$ cat src/rtl/core/hspi_pkg.sv
// Shared types, constants and the arctangent table of the dead-reckoning integrator.
`default_nettype none

package hspi_pkg;

   localparam int CORDIC_STAGES_DEFAULT = 16;
   localparam int ATAN_LEN = 24;

   // CORDIC gain for unlimited rotations, Q1.30
   localparam logic signed [31:0] CORDIC_GAIN = 32'sd652032874;

   // arctan(2^-i) in 32-bit binary angle units
   localparam logic signed [31:0] ATAN_TABLE [ATAN_LEN] = '{
      32'sh20000000, 32'sh12E4051E, 32'sh09FB385B, 32'sh051111D4,
      32'sh028B0D43, 32'sh0145D7E1, 32'sh00A2F61E, 32'sh00517C55,
      32'sh0028BE53, 32'sh00145F2F, 32'sh000A2F98, 32'sh000517CC,
      32'sh00028BE6, 32'sh000145F3, 32'sh0000A2F9, 32'sh0000517C,
      32'sh000028BE, 32'sh0000145F, 32'sh00000A2F, 32'sh00000517,
      32'sh0000028B, 32'sh00000145, 32'sh000000A2, 32'sh00000051
   };

   // heading quadrant codes
   localparam logic [1:0] QUAD_0   = 2'd0;
   localparam logic [1:0] QUAD_90  = 2'd1;
   localparam logic [1:0] QUAD_180 = 2'd2;
   localparam logic [1:0] QUAD_270 = 2'd3;

   // data handed from one rotation cell to the next
   typedef struct packed {
      logic              valid;
      logic signed [31:0] x;
      logic signed [31:0] y;
      logic signed [31:0] z;
   } hspi_rot_type;

   // strobes from the sequencer to an axis accumulator
   typedef struct packed {
      logic capture;
      logic commit;
   } hspi_axis_ctl_type;

endpackage

`default_nettype wire

$ cat src/rtl/core/hspi_axis.sv
// Scale and saturating accumulator for one position axis.
`default_nettype none

module hspi_axis (
   input  logic                       clock,
   input  logic                       reset,
   input  hspi_pkg::hspi_axis_ctl_type ctl,
   input  logic [31:0]                span,
   input  logic signed [31:0]         comp,
   output logic signed [31:0]         pos
);
   import hspi_pkg::*;

   logic [63:0]        prod_ff, prod_in;
   logic               neg_ff;
   logic [31:0]        mag;
   logic signed [31:0] acc_ff, acc_in;
   logic [27:0]        rnd;
   logic [26:0]        disp;
   logic signed [32:0] sdisp, sum;

   assign mag     = comp[31] ? 32'(-comp) : 32'(comp);
   assign prod_in = 64'(span) * 64'(mag);

   always_comb begin
      // round half up on the magnitude, then drop 38 fraction bits
      rnd   = {1'b0, prod_ff[63:37]} + 28'd1;
      disp  = rnd[27:1];
      sdisp = neg_ff ? -$signed({6'b0, disp}) : $signed({6'b0, disp});
      sum   = $signed({acc_ff[31], acc_ff}) + sdisp;
      if (sum[32] != sum[31]) begin
         acc_in = sum[32] ? 32'sh80000000 : 32'sh7FFFFFFF;
      end else begin
         acc_in = sum[31:0];
      end
   end

   always_ff @(posedge clock) begin
      if (reset) begin
         acc_ff <= '0;
      end else if (ctl.commit) begin
         acc_ff <= acc_in;
      end
      if (ctl.capture) begin
         prod_ff <= prod_in;
         neg_ff  <= comp[31];
      end
   end

   assign pos = acc_ff;

endmodule

`default_nettype wire

$ cat config.mk
export PLATFORM = sky130hd
export DESIGN_NAME = hspi_axis
export DESIGN_NICKNAME = d
export VERILOG_FILES = /design/src/rtl/core/hspi_pkg.sv /design/src/rtl/core/hspi_axis.sv
export SDC_FILE = /design/constraint.sdc
export NUM_CORES = 2
export LEC_CHECK = 0
export BUFFER_PORTS_ARGS = -buffer_cell sky130_fd_sc_hd__buf_2
export CAP_MARGIN = 20
export CORE_ASPECT_RATIO = 1.5
export CORE_UTILIZATION = 45
export CTS_CLUSTER_DIAMETER = 60
export DETAILED_ROUTE_END_ITERATION = 12
export SYNTH_ARGS = -nofsm -noshare
export SYNTH_HDL_FRONTEND = slang
export SYNTH_SLANG_ARGS = --single-unit
export TNS_END_PERCENT = 1
$ cat constraint.sdc
create_clock -name clock -period 16.92 [get_ports clock]
set_clock_uncertainty 0.15 [all_clocks]
set_input_delay 3.384 -clock clock [delete_from_list [all_inputs] [get_ports clock]]
set_output_delay 3.384 -clock clock [all_outputs]
set_load 0.05 [all_outputs]
==> impl_metrics.ini <==
[timing]
hold_viol_final = 0
max_clock_freq_ghz = 0.0715
relSlewSlack = 0.274
setup_viol = 0
rsz0062_at_grt = false
final_max_slew_viol_count = 0
fin_tns_setup_ns = 0
period_share = 0.826
period_minus_slack_ns = 13.98
worst_slew_pin_slew_ns = 1.06

[clock_tree]
cts_setup_buffers = 0
worstSkewPairLatency_ns = 0.34
clockBufferDepth = 2
cts_resized = 0
cts_tree = built
cts_made_buffers = 9
clockRootBuffer = clkbuf_16
clk_pin_slew_ns = 0.06
postCtsHoldBufs = 0
htreeDepth = 3
cts.sinks = 60

[routing]
postRouteAntennaNets = 0
drc_errors = 0
first_iter_violations = 1459
vias = 28200
wl_per_cell_um = 20.4
drt_pass1_iterations = 5
wl_mm = 108
vias_per_cell = 5.33

[yosys]
synthDistinctLibCells = 80
synth_seq_area_share = 0.0390
synth-edff-count = 28
synthArstFlopShare = 0
synth_cells = 4246
synth_fp_nets = 5505
synth-seq-cells = 60
synth_area_um2 = 38000
yosys_warnings = 0
synth.avg_cell_area_um2 = 8.96
ys.flop_type = dfxtp_1

[final_layout]
layout_common_cells = 948 x inv_1, 896 x fa_1, 579 x nand2_1
final_core_utilization = 0.476
nets = 5429
drive_above_1_share = 0.0563
area_growth_pct = 4.93
layout_commonest_cell = inv_1

[global_routing]
grt_pass1_wl_mm = 173
gr-total-overflow = 0
gr-usage-all-layers = 0.264
antenna_found_initial = 7
grt_pass1_vias = 31000
grt_max_degree = 61

[worst_setup_path]
crit_path_start_kind = input port
timing.rr.start = prod_ff[37]$_DFFE_PP_
worst_path_max_delay_cell = o41ai_1
critPathMaxFanout = 20
rrSetupSlack_ns = 9.84
critPathKind = input port to register
cp.required_ns = 16.97
cpLargestDelayFamily = simple AND/OR/NAND/NOR gates
critPathBufInv = 1
reg2reg_to = pos[10]$_SDFFE_PP0P_
endpoint_kind = register
slowest_delay_ns = 0.86
cpMostUsedCell = fa_1
crit_arrival_ns = 14.03
rr_worst_depth = 20

[hold_path]
hp-start = pos[0]$_SDFFE_PP0P_
holdPathStages = 2
hold_end = pos[0]$_SDFFE_PP0P_
min-delay-path-class = register to register

[run_status]
status = completed

[floorplanning]
die_w_um = 239
die-area_um2 = 85700
initial_core_util = 0.454
core-area_um2 = 83800
num_rows = 130
io_pins = 100
die_h_um = 358

[placement]
place_hpwl_mm = 83.2
gp_congestion = 0.916
port_buffers = 99

[job]
maxCapViolCount = 0
flip-flops by register name (all words and copies together), names as in the netlist:
signal   count
pos         32
prod_ff     27
neg_ff       1
through the flow:
| step | hold WS [ns] | area (um2) | cells | worst slack (ns) |
|---|---|---|---|---|
| final | 0.337 | 39900 | 5298 | 2.94 |
| after global routing | 0.366 | 39900 | 5297 | 2.52 |
| after CTS | 0.334 | 39900 | 5296 | 2.84 |
| after detailed placement | 0.326 | 39600 | 5280 | 2.53 |
| after global placement | 0.332 | 39600 | 5280 | 2.68 |
| after floorplan | 0.521 | 38000 | 4246 | 4.16 |
layout make-up:
cell class	count	area, um2
multi-input cells	3003	32300
clock buffers	10	239
flip-flops and latches	60	1480
clock inverters	6	38.8
diodes	1	2.50
inverters	948	3560
fillers	8162	43900
well taps	1122	1400
repair buffers	148	871
cell usage after synthesis, drive strengths merged, types with 5 or more instances:
cell type,n,share of area
nor3,23,0.0036
a211oi,39,0.0077
xor2,43,0.0099
o41ai,5,0.0012
clkbuf,218,0.022
and2,482,0.080
buf,17,0.0030
nand2,579,0.057
a31oi,17,0.0028
xnor2,100,0.023
nor4,8,0.0021
a41oi,5,0.0013
and4,8,0.0018
or4,7,0.0016
a21o,33,0.0065
o21a,6,0.0012
nand3,42,0.0057
a211o,5,0.0012
nand4,18,0.0031
o31ai,13,0.0029
a21oi,67,0.0089
nor2b,36,0.0059
or2,8,0.0013
o2111ai,5,0.0012
ha,295,0.097
o211ai,9,0.0018
o21bai,7,0.0014
nor2,77,0.0077
or3,8,0.0014
fa,896,0.47
and3,16,0.0026
nand2b,10,0.0016
dfxtp,32,0.017
edfxtp,28,0.022
maj3,30,0.0079
o21ai,57,0.0075
inv,948,0.094
worst min-delay path, delay by kind of cell, from the launching register on:
family	cells	cell delay, ns
compound gates	1	0.05
flops	1	0.33
simple gates	1	0.06
worst max path at each step:
stage | start | endpoint | slack, ns | depth (start not counted)
2_1_floorplan | comp[11] | prod_ff[57]$_DFFE_PP_ | 4.16 | 33
3_3_place_gp | comp[11] | prod_ff[58]$_DFFE_PP_ | 2.68 | 31
4_1_cts | comp[11] | prod_ff[58]$_DFFE_PP_ | 2.84 | 31
5_1_grt | comp[11] | prod_ff[53]$_DFFE_PP_ | 2.52 | 31
6_report | comp[11] | prod_ff[58]$_DFFE_PP_ | 2.94 | 29
3_5_place_dp | comp[11] | prod_ff[58]$_DFFE_PP_ | 2.53 | 31
per-layer routing:
layer  global-route usage  routed length [um]  share of wire  vias up
met4               0.0896                3770          0.035        6
met1                0.310               40800           0.38    14700
met2                0.496               57900           0.54      790
li1                     -                   -              -    12500
met5                    0                  38        0.00035        -
met3               0.0290                5590          0.052      234
cell families (layout without fill, tap and decap cells):
| group | after synthesis | after routing | share of synthesized area |
|---|---|---|---|
| buffers and inverters | 1183 | 1112 | 0.118 |
| AO/OA/AOI/OAI | 306 | 306 | 0.0542 |
| XOR/XNOR | 143 | 143 | 0.0333 |
| AND/OR/NAND/NOR | 1328 | 1328 | 0.177 |
| other | 0 | 1 | 0 |
| adder cells (fa/ha/maj) | 1221 | 1221 | 0.577 |
| flip-flops | 60 | 60 | 0.0390 |
| multiplexers | 5 | 5 | 0.00138 |
Power is left out: the tool's default activity adds up to more than one toggle a clock period on the data nets, which glitch-free logic cannot reach.
