`src/rtl/core/hspi_pkg.sv`:
```
// Shared types, constants and the arctangent table of the dead-reckoning integrator.
`default_nettype none

package hspi_pkg;

   localparam int CORDIC_STAGES_DEFAULT = 16;
   localparam int ATAN_LEN = 24;

   // CORDIC gain for unlimited rotations, Q1.30
   localparam logic signed [31:0] CORDIC_GAIN = 32'sd652032874;

   // arctan(2^-i) in 32-bit binary angle units
   localparam logic signed [31:0] ATAN_TABLE [ATAN_LEN] = '{
      32'sh20000000, 32'sh12E4051E, 32'sh09FB385B, 32'sh051111D4,
      32'sh028B0D43, 32'sh0145D7E1, 32'sh00A2F61E, 32'sh00517C55,
      32'sh0028BE53, 32'sh00145F2F, 32'sh000A2F98, 32'sh000517CC,
      32'sh00028BE6, 32'sh000145F3, 32'sh0000A2F9, 32'sh0000517C,
      32'sh000028BE, 32'sh0000145F, 32'sh00000A2F, 32'sh00000517,
      32'sh0000028B, 32'sh00000145, 32'sh000000A2, 32'sh00000051
   };

   // heading quadrant codes
   localparam logic [1:0] QUAD_0   = 2'd0;
   localparam logic [1:0] QUAD_90  = 2'd1;
   localparam logic [1:0] QUAD_180 = 2'd2;
   localparam logic [1:0] QUAD_270 = 2'd3;

   // data handed from one rotation cell to the next
   typedef struct packed {
      logic              valid;
      logic signed [31:0] x;
      logic signed [31:0] y;
      logic signed [31:0] z;
   } hspi_rot_type;

   // strobes from the sequencer to an axis accumulator
   typedef struct packed {
      logic capture;
      logic commit;
   } hspi_axis_ctl_type;

endpackage

`default_nettype wire

```
`src/rtl/core/hspi_cell.sv`:
```
// One CORDIC rotation cell of the chain.
`default_nettype none

module hspi_cell #(
   parameter int STAGE = 0
) (
   input  logic                  clock,
   input  logic                  reset,
   input  hspi_pkg::hspi_rot_type link_in,
   output hspi_pkg::hspi_rot_type link_out
);
   import hspi_pkg::*;

   logic               valid_ff;
   logic signed [31:0] x_ff, y_ff, z_ff;
   logic signed [31:0] x_in, y_in, z_in;
   logic signed [31:0] xs, ys;

   always_comb begin
      // arithmetic shift floors toward minus infinity
      xs = link_in.x >>> STAGE;
      ys = link_in.y >>> STAGE;
      if (!link_in.z[31]) begin
         x_in = link_in.x - ys;
         y_in = link_in.y + xs;
         z_in = link_in.z - ATAN_TABLE[STAGE];
      end else begin
         x_in = link_in.x + ys;
         y_in = link_in.y - xs;
         z_in = link_in.z + ATAN_TABLE[STAGE];
      end
   end

   always_ff @(posedge clock) begin
      if (reset) begin
         valid_ff <= 1'b0;
      end else begin
         valid_ff <= link_in.valid;
      end
      x_ff <= x_in;
      y_ff <= y_in;
      z_ff <= z_in;
   end

   assign link_out.valid = valid_ff;
   assign link_out.x     = x_ff;
   assign link_out.y     = y_ff;
   assign link_out.z     = z_ff;

endmodule

`default_nettype wire

```
`config.mk`:
```
export PLATFORM = sky130hd
export DESIGN_NAME = hspi_cell
export DESIGN_NICKNAME = d
export VERILOG_FILES = /design/src/rtl/core/hspi_pkg.sv /design/src/rtl/core/hspi_cell.sv
export SDC_FILE = /design/constraint.sdc
export NUM_CORES = 1
export LEC_CHECK = 0
export ABC_CLOCK_PERIOD_IN_PS = 3100
export BUFFER_PORTS_ARGS = -buffer_cell sky130_fd_sc_hd__buf_4
export CAP_MARGIN = 30
export CORE_MARGIN = 10
export CORE_UTILIZATION = 25
export DETAILED_ROUTE_END_ITERATION = 10
export GPL_TIMING_DRIVEN = 0
export PLACE_DENSITY = 0.42
export SLEW_MARGIN = 0
export SYNTH_ARGS = -nofsm -noshare
export SYNTH_HDL_FRONTEND = slang
export SYNTH_SLANG_ARGS = --single-unit
export TNS_END_PERCENT = 5
```
`constraint.sdc`:
```
create_clock -name clock -period 3.1 [get_ports clock]
set_input_delay 0.155 -clock clock [delete_from_list [all_inputs] [get_ports clock]]
set_output_delay 0.155 -clock clock [all_outputs]
set_load 0.005 [all_outputs]
```
==> flow_summary.yaml, run 1 <==
final_layout:
  antenna_cells: 0
  regArea_um2: 1920
  multi_input_area_um2: 5060
  fillers: 3254
  design_area_um2: 10100
  final_layout_size_suffix_gt1_share_pct: 19.9
  syn_to_final_growth_pct: 33.8
  layout.nets: 1406
timing:
  max_freq_mhz: 342
  setup_viol: 0
  period_share_pct: 94.2
  worst_slack_ps: 179
  slew_headroom_pct: 34.4
  fin_crit_ps: 2920
  worstMarginPinSlew_ps: 985
  timing.hold.ws_ps: 57.4
  rsz0062_at_grt: "yes"
  hold_viol_final: 0
  finalSetupTns_ps: 0
  slew_viol_final: 0
logic_synthesis:
  synth_edf_count: 0
  ys_ff_latch: 96
  syn_area_um2: 7570
  syn-num-nets: 1169
  synth.avg_cell_area_um2: 7.84
  synth_top_family_by_area: "compound AO/OA/AOI/OAI gates"
  synth-seq-area-share_pct: 25.4
  muxShareOfSynthArea_pct: 1.60
  synth_warnings: 0
  synth.distinct_cells: 74
  synth_ff_type: "dfxtp_1"
  ys_async_sr_fraction_pct: 0
  syn_inst: 966
  synthXorXnorAreaFrac_pct: 6.94
  synth_fa_ha_area_share_pct: 17.5
  synth_compound_area_share_pct: 26.1
  synth_simple_gate_area_share_pct: 14.7
die:
  fp.coreArea_um2: 29800
  dieHeight_um: 194
  start_util_pct: 25.4
  rows: 63
  dieWidth_um: 194
  dieArea_um2: 37600
  io_pins: 196
placement:
  place_ws_ps: -217
  gp_congestion: 0.899
  io_buffers: 194
  hpwl_um: 25100
  post_dp_cell_area_um2: 9520
pwr:
  cellPowerDensity_nw_per_um2: 441
  cellLeakagePower_nw: 4.67
  ir_worst_vdd_uv: 266
clocking:
  cts_inserted_buffers: 9
  clock-sinks: 96
  root_buffer: "clkbuf_16"
  clock_path_buffers: 2
  cts_max_level: 3
  clk_pin_slew_ps: 80
  cts_tree: "yes"
detailed_routing:
  ant_nets: 0
  drc: 0
  viasPerCell: 4.88
  dr.pass1.iters: 5
  vias: 7798
  drtIter0Drc: 455
  wl_um: 31200
  wl_per_cell_um: 19.5
run:
  cap_violations: 0
global_route:
  antenna_found_initial: 0
  grt_max_degree: 16
  grt_overflow: 0
  grt_pass1_vias: 7878
  groute.usage.overall_pct: 15.9
  grt_pass1_wl_um: 47600
status:
  outcome: "finished clean"
critical_path:
  critical_path_class: "in2reg"
  cp_data_required_time_ps: 3350
  crit_chain: "buf_4, inv_1, ha_1, clkbuf_1, nand4_1, a221o_1, a21oi_1, a221oi_1, o31ai_1, o21ai_0, xnor2_1"
  worstPathMaxFanout: 10
  critPathLaunchType: "primary input"
  cp.arrival_ps: 3170
  cpMaxStageDelayCell: "clkbuf_1"
  endpoint_kind: "register"
  slowest_delay_ps: 450
hold_path:
  hold_class: "in2reg"
Yosys cell counts (8+ instances only):
cell type | instances | share of area (%)
nand3_1 | 16 | 1.1
inv_1 | 98 | 4.9
clkbuf_1 | 23 | 1.1
ha_1 | 101 | 17
a211oi_1 | 11 | 1.1
a21oi_1 | 115 | 7.6
nor2b_1 | 9 | 0.74
nand2_1 | 57 | 2.8
buf_1 | 9 | 0.45
a21o_1 | 17 | 1.7
nor3_1 | 22 | 1.5
mux2i_1 | 11 | 1.5
xnor2_1 | 57 | 6.6
a31oi_1 | 14 | 1.2
dfxtp_1 | 96 | 25
buf_2 | 9 | 0.59
o21ai_0 | 61 | 4.0
o211ai_1 | 9 | 0.89
nand2b_1 | 8 | 0.66
o21bai_1 | 23 | 2.3
nor2_1 | 79 | 3.9
logic make-up after synthesis:
group	count (synthesis)
AO/OA/AOI/OAI	313
XOR/XNOR	60
adder cells (fa/ha/maj)	104
buffers and inverters	149
flip-flops	96
multiplexers	12
AND/OR/NAND/NOR	232
critical path: cells and delay by family:
kind | cells | cell delay (ps)
compound gates | 5 | 1410
buf+inv | 3 | 590
fa+ha+maj | 1 | 430
simple gates | 1 | 400
xor+xnor | 1 | 190
stage by stage:
| stage | utilization (%) | instances | total power [mW] |
|---|---|---|---|
| after floorplan | - | 966 | 2.46 |
| after global placement | 31.9 | 1550 | 3.32 |
| final | 34.0 | 1598 | 4.47 |
| after global routing | 34.0 | 1598 | 4.77 |
| after CTS | 34.0 | 1598 | 4.55 |
| after detailed placement | 31.9 | 1550 | 3.32 |
repair_timing:
action	in CTS	in global routing
endpoints found under the hold margin	31	0
setup buffers	0	0
hold buffers	32	0
resized for setup	0	3
endpoints found under the setup margin	0	6
flip-flops by register name (all words and copies together) (netlist names):
register	cells
y_ff	32
z_ff	32
x_ff	31
valid_ff	1
cell type report:
type                       instances  share of cell area (%)
clock inverter                     5                   0.556
buffer                            46                    2.04
sequential                        96                    19.0
timing repair buffer             226                    17.5
tap                              390                    4.82
clock buffer                      11                    2.30
inverter                         103                    3.82
multi-input combinational        721                    50.0
path summary, 6_finish.rpt:
kind | startpoint | to | slack, ps | cells past startpoint
max | link_in[43] | y_ff[31] | 180 | 11
min | link_in[30] | z_ff[30] | 60 | 2
placed cells by master, fill, tap and decap left out, types with 25 or more instances in the layout:
cell	count
inv_1	98
o21ai_0	59
buf_4	198
nor2_1	79
nand2_1	57
dlygate4sd3_1	32
a21oi_1	115
ha_1	101
dfxtp_1	96
xnor2_1	57
clkbuf_1	25
report_power, final:
part | leakage (nW) | internal (mW) | switching, mW
clock network | 0.140 | 0.627 | 0.524
logic | 3.72 | 0.804 | 0.992
registers | 0.810 | 1.46 | 0.0659
total | 4.67 | 2.89 | 1.58
per-layer routing:
metal | GRT usage (%) | part of all wire [%]
met3 | 3.44 | 6.6
met4 | 4.37 | 1.5
met1 | 21.6 | 47
met5 | 0 | 0
met2 | 24.7 | 45
No activity file was read; power rests on OpenSTA's default activity.
==> run 2: changes to the inputs <==
ABC_CLOCK_PERIOD_IN_PS = 3600   (was 3100)
BUFFER_PORTS_ARGS = -buffer_cell sky130_fd_sc_hd__buf_2   (was -buffer_cell sky130_fd_sc_hd__buf_4)
clock period = 3.6 ns   (was 3.1 ns; I/O delays follow)
==> run 2 against run 1 <==
Against the previous run: die area stayed put; cell area shrank 4.7%; utilization shrank 1.6 points; sequential power shrank 14%; via count fell by 0.68%; routed wire length fell by 1.2%; hold slack got worse by 21 ps; sequential share of layout area increased by 0.93 points; sequential cell count is the same; largest cell class unchanged.
==> flow_summary.yaml, run 2 (synthesized netlist as in run 1, its figures left out) <==
pwr:
  cellLeakagePower_nw: 4.51
  ir_worst_vdd_uv: 224
  cellPowerDensity_nw_per_um2: 391
critical_path:
  worstPathMaxFanout: 10
  cp_common_cell: "o21ai_0"
  cpMaxStageDelayCell: "o21ai_0"
  critPathTopFamily: "compound AO/OA/AOI/OAI gates"
  critical_path_class: "in2reg"
  endpoint_kind: "register"
  critPathLaunchType: "primary input"
  cp_data_required_time_ps: 3830
  crit_chain: "buf_2, inv_1, ha_1, clkbuf_1, nand4_1, or3_1, o21ai_0, a21oi_1, nand2_1, o21ai_0, xnor2_1"
  cp.arrival_ps: 3390
  slowest_delay_ps: 690
  worst-path-buf-inv: 3
timing:
  max_freq_mhz: 317
  period_share_pct: 87.7
  slew_headroom_pct: 31.4
  setup_viol: 0
  slew_viol_final: 0
  timing.hold.ws_ps: 36.7
  finalSetupTns_ps: 0
  worstMarginPinSlew_ps: 1030
  fin_crit_ps: 3160
  hold_viol_final: 0
  rsz0062_at_grt: "no"
final_layout:
  mostFrequentLayoutCells: "buf_2 (203), a21oi_1 (115), ha_1 (101)"
  final_layout_size_suffix_gt1_share_pct: 20.0
  layout.nets: 1405
  fin_util_pct: 32.4
  reg_top3: "y_ff (32), z_ff (32), x_ff (31)"
  design_area_um2: 9660
  final_cells: 1597
  syn_to_final_growth_pct: 27.6
  final_common_cell: "buf_2"
  antenna_cells: 0
die:
  io_pins: 196
  rows: 63
  dieArea_um2: 37600
  dieWidth_um: 194
  fp.coreArea_um2: 29800
  dieHeight_um: 194
  start_util_pct: 25.4
detailed_routing:
  dr.pass1.iters: 5
  vias: 7745
  ant_nets: 0
  wl_um: 30900
  viasPerCell: 4.85
  wl_per_cell_um: 19.3
  drtIter0Drc: 618
  drc: 0
clocking:
  clk_pin_slew_ps: 70
  clock-sinks: 96
  ctsResizeCount: 0
  cts_max_level: 3
  clock_path_buffers: 2
  cts_inserted_buffers: 9
  cts_setup_buffers: 0
  cts_tree: "yes"
  hold_buffers: 31
  root_buffer: "clkbuf_16"
global_route:
  antenna_found_initial: 0
  grt_max_degree: 17
  grt_pass1_wl_um: 46900
  groute.usage.overall_pct: 15.6
  grt_overflow: 0
  grt_pass1_vias: 7857
hold_path:
  hold_class: "in2reg"
placement:
  hpwl_um: 24900
  placedCellCount: 1550
  post_dp_cell_area_um2: 9030
  io_buffers: 194
  gp_congestion: 0.918
run:
  cap_violations: 0
status:
  outcome: "finished clean"
-- run 2: changes by cell type in the layout (fill, tap and decap cells not counted) --
cell           change
nor4_1             +1
dlygate4sd3_1      -1
buf_4            -194
bufinv_16          +1
o21ai_0            +2
clkinvlp_4         +1
buf_2            +194
clkbuf_1           -2
o21ai_1            -2
nor4_2             -1
-- run 2: routing by layer --
layer	global-route usage, %	part of all wire, %	vias to the layer above
li1	-	-	3812
met1	21.3	48	3618
met2	24.1	44	284
met3	3.37	6.2	31
met4	4.60	1.8	0
met5	0	0	-
-- run 2: stage by stage --
| stage | total power [mW] | worst slack [ps] |
|---|---|---|
| global placement | 2.73 | 129 |
| floorplan | 2.12 | 1130 |
| global route | 4.02 | 310 |
| CTS | 3.85 | 531 |
| detailed placement | 2.72 | 148 |
| finish | 3.78 | 442 |
-- run 2: cell type report --
type                            instances  area [um2]
Buffer                                 46         206
Clock buffer                            9         225
Clock inverter                          7        93.8
Sequential cell                        96        1920
Timing Repair Buffer                  225        1280
Multi-Input combinational cell        721        5060
Fill cell                            3333       20100
Tap cell                              390         488
Inverter                              103         387
-- run 2: final timing paths --
path              slack [ps]        start        to  depth (start not counted)
setup / recovery         440  link_in[43]  x_ff[22]                         11
hold / removal            40  link_in[96]  valid_ff                          2
-- run 2: power by group --
part	internal, mW	switching (mW)	total, mW	leakage, nW
registers	1.25	0.0485	1.30	0.810
logic	0.566	0.849	1.41	3.55
clock network	0.609	0.455	1.06	0.152
total	2.43	1.35	3.78	4.51
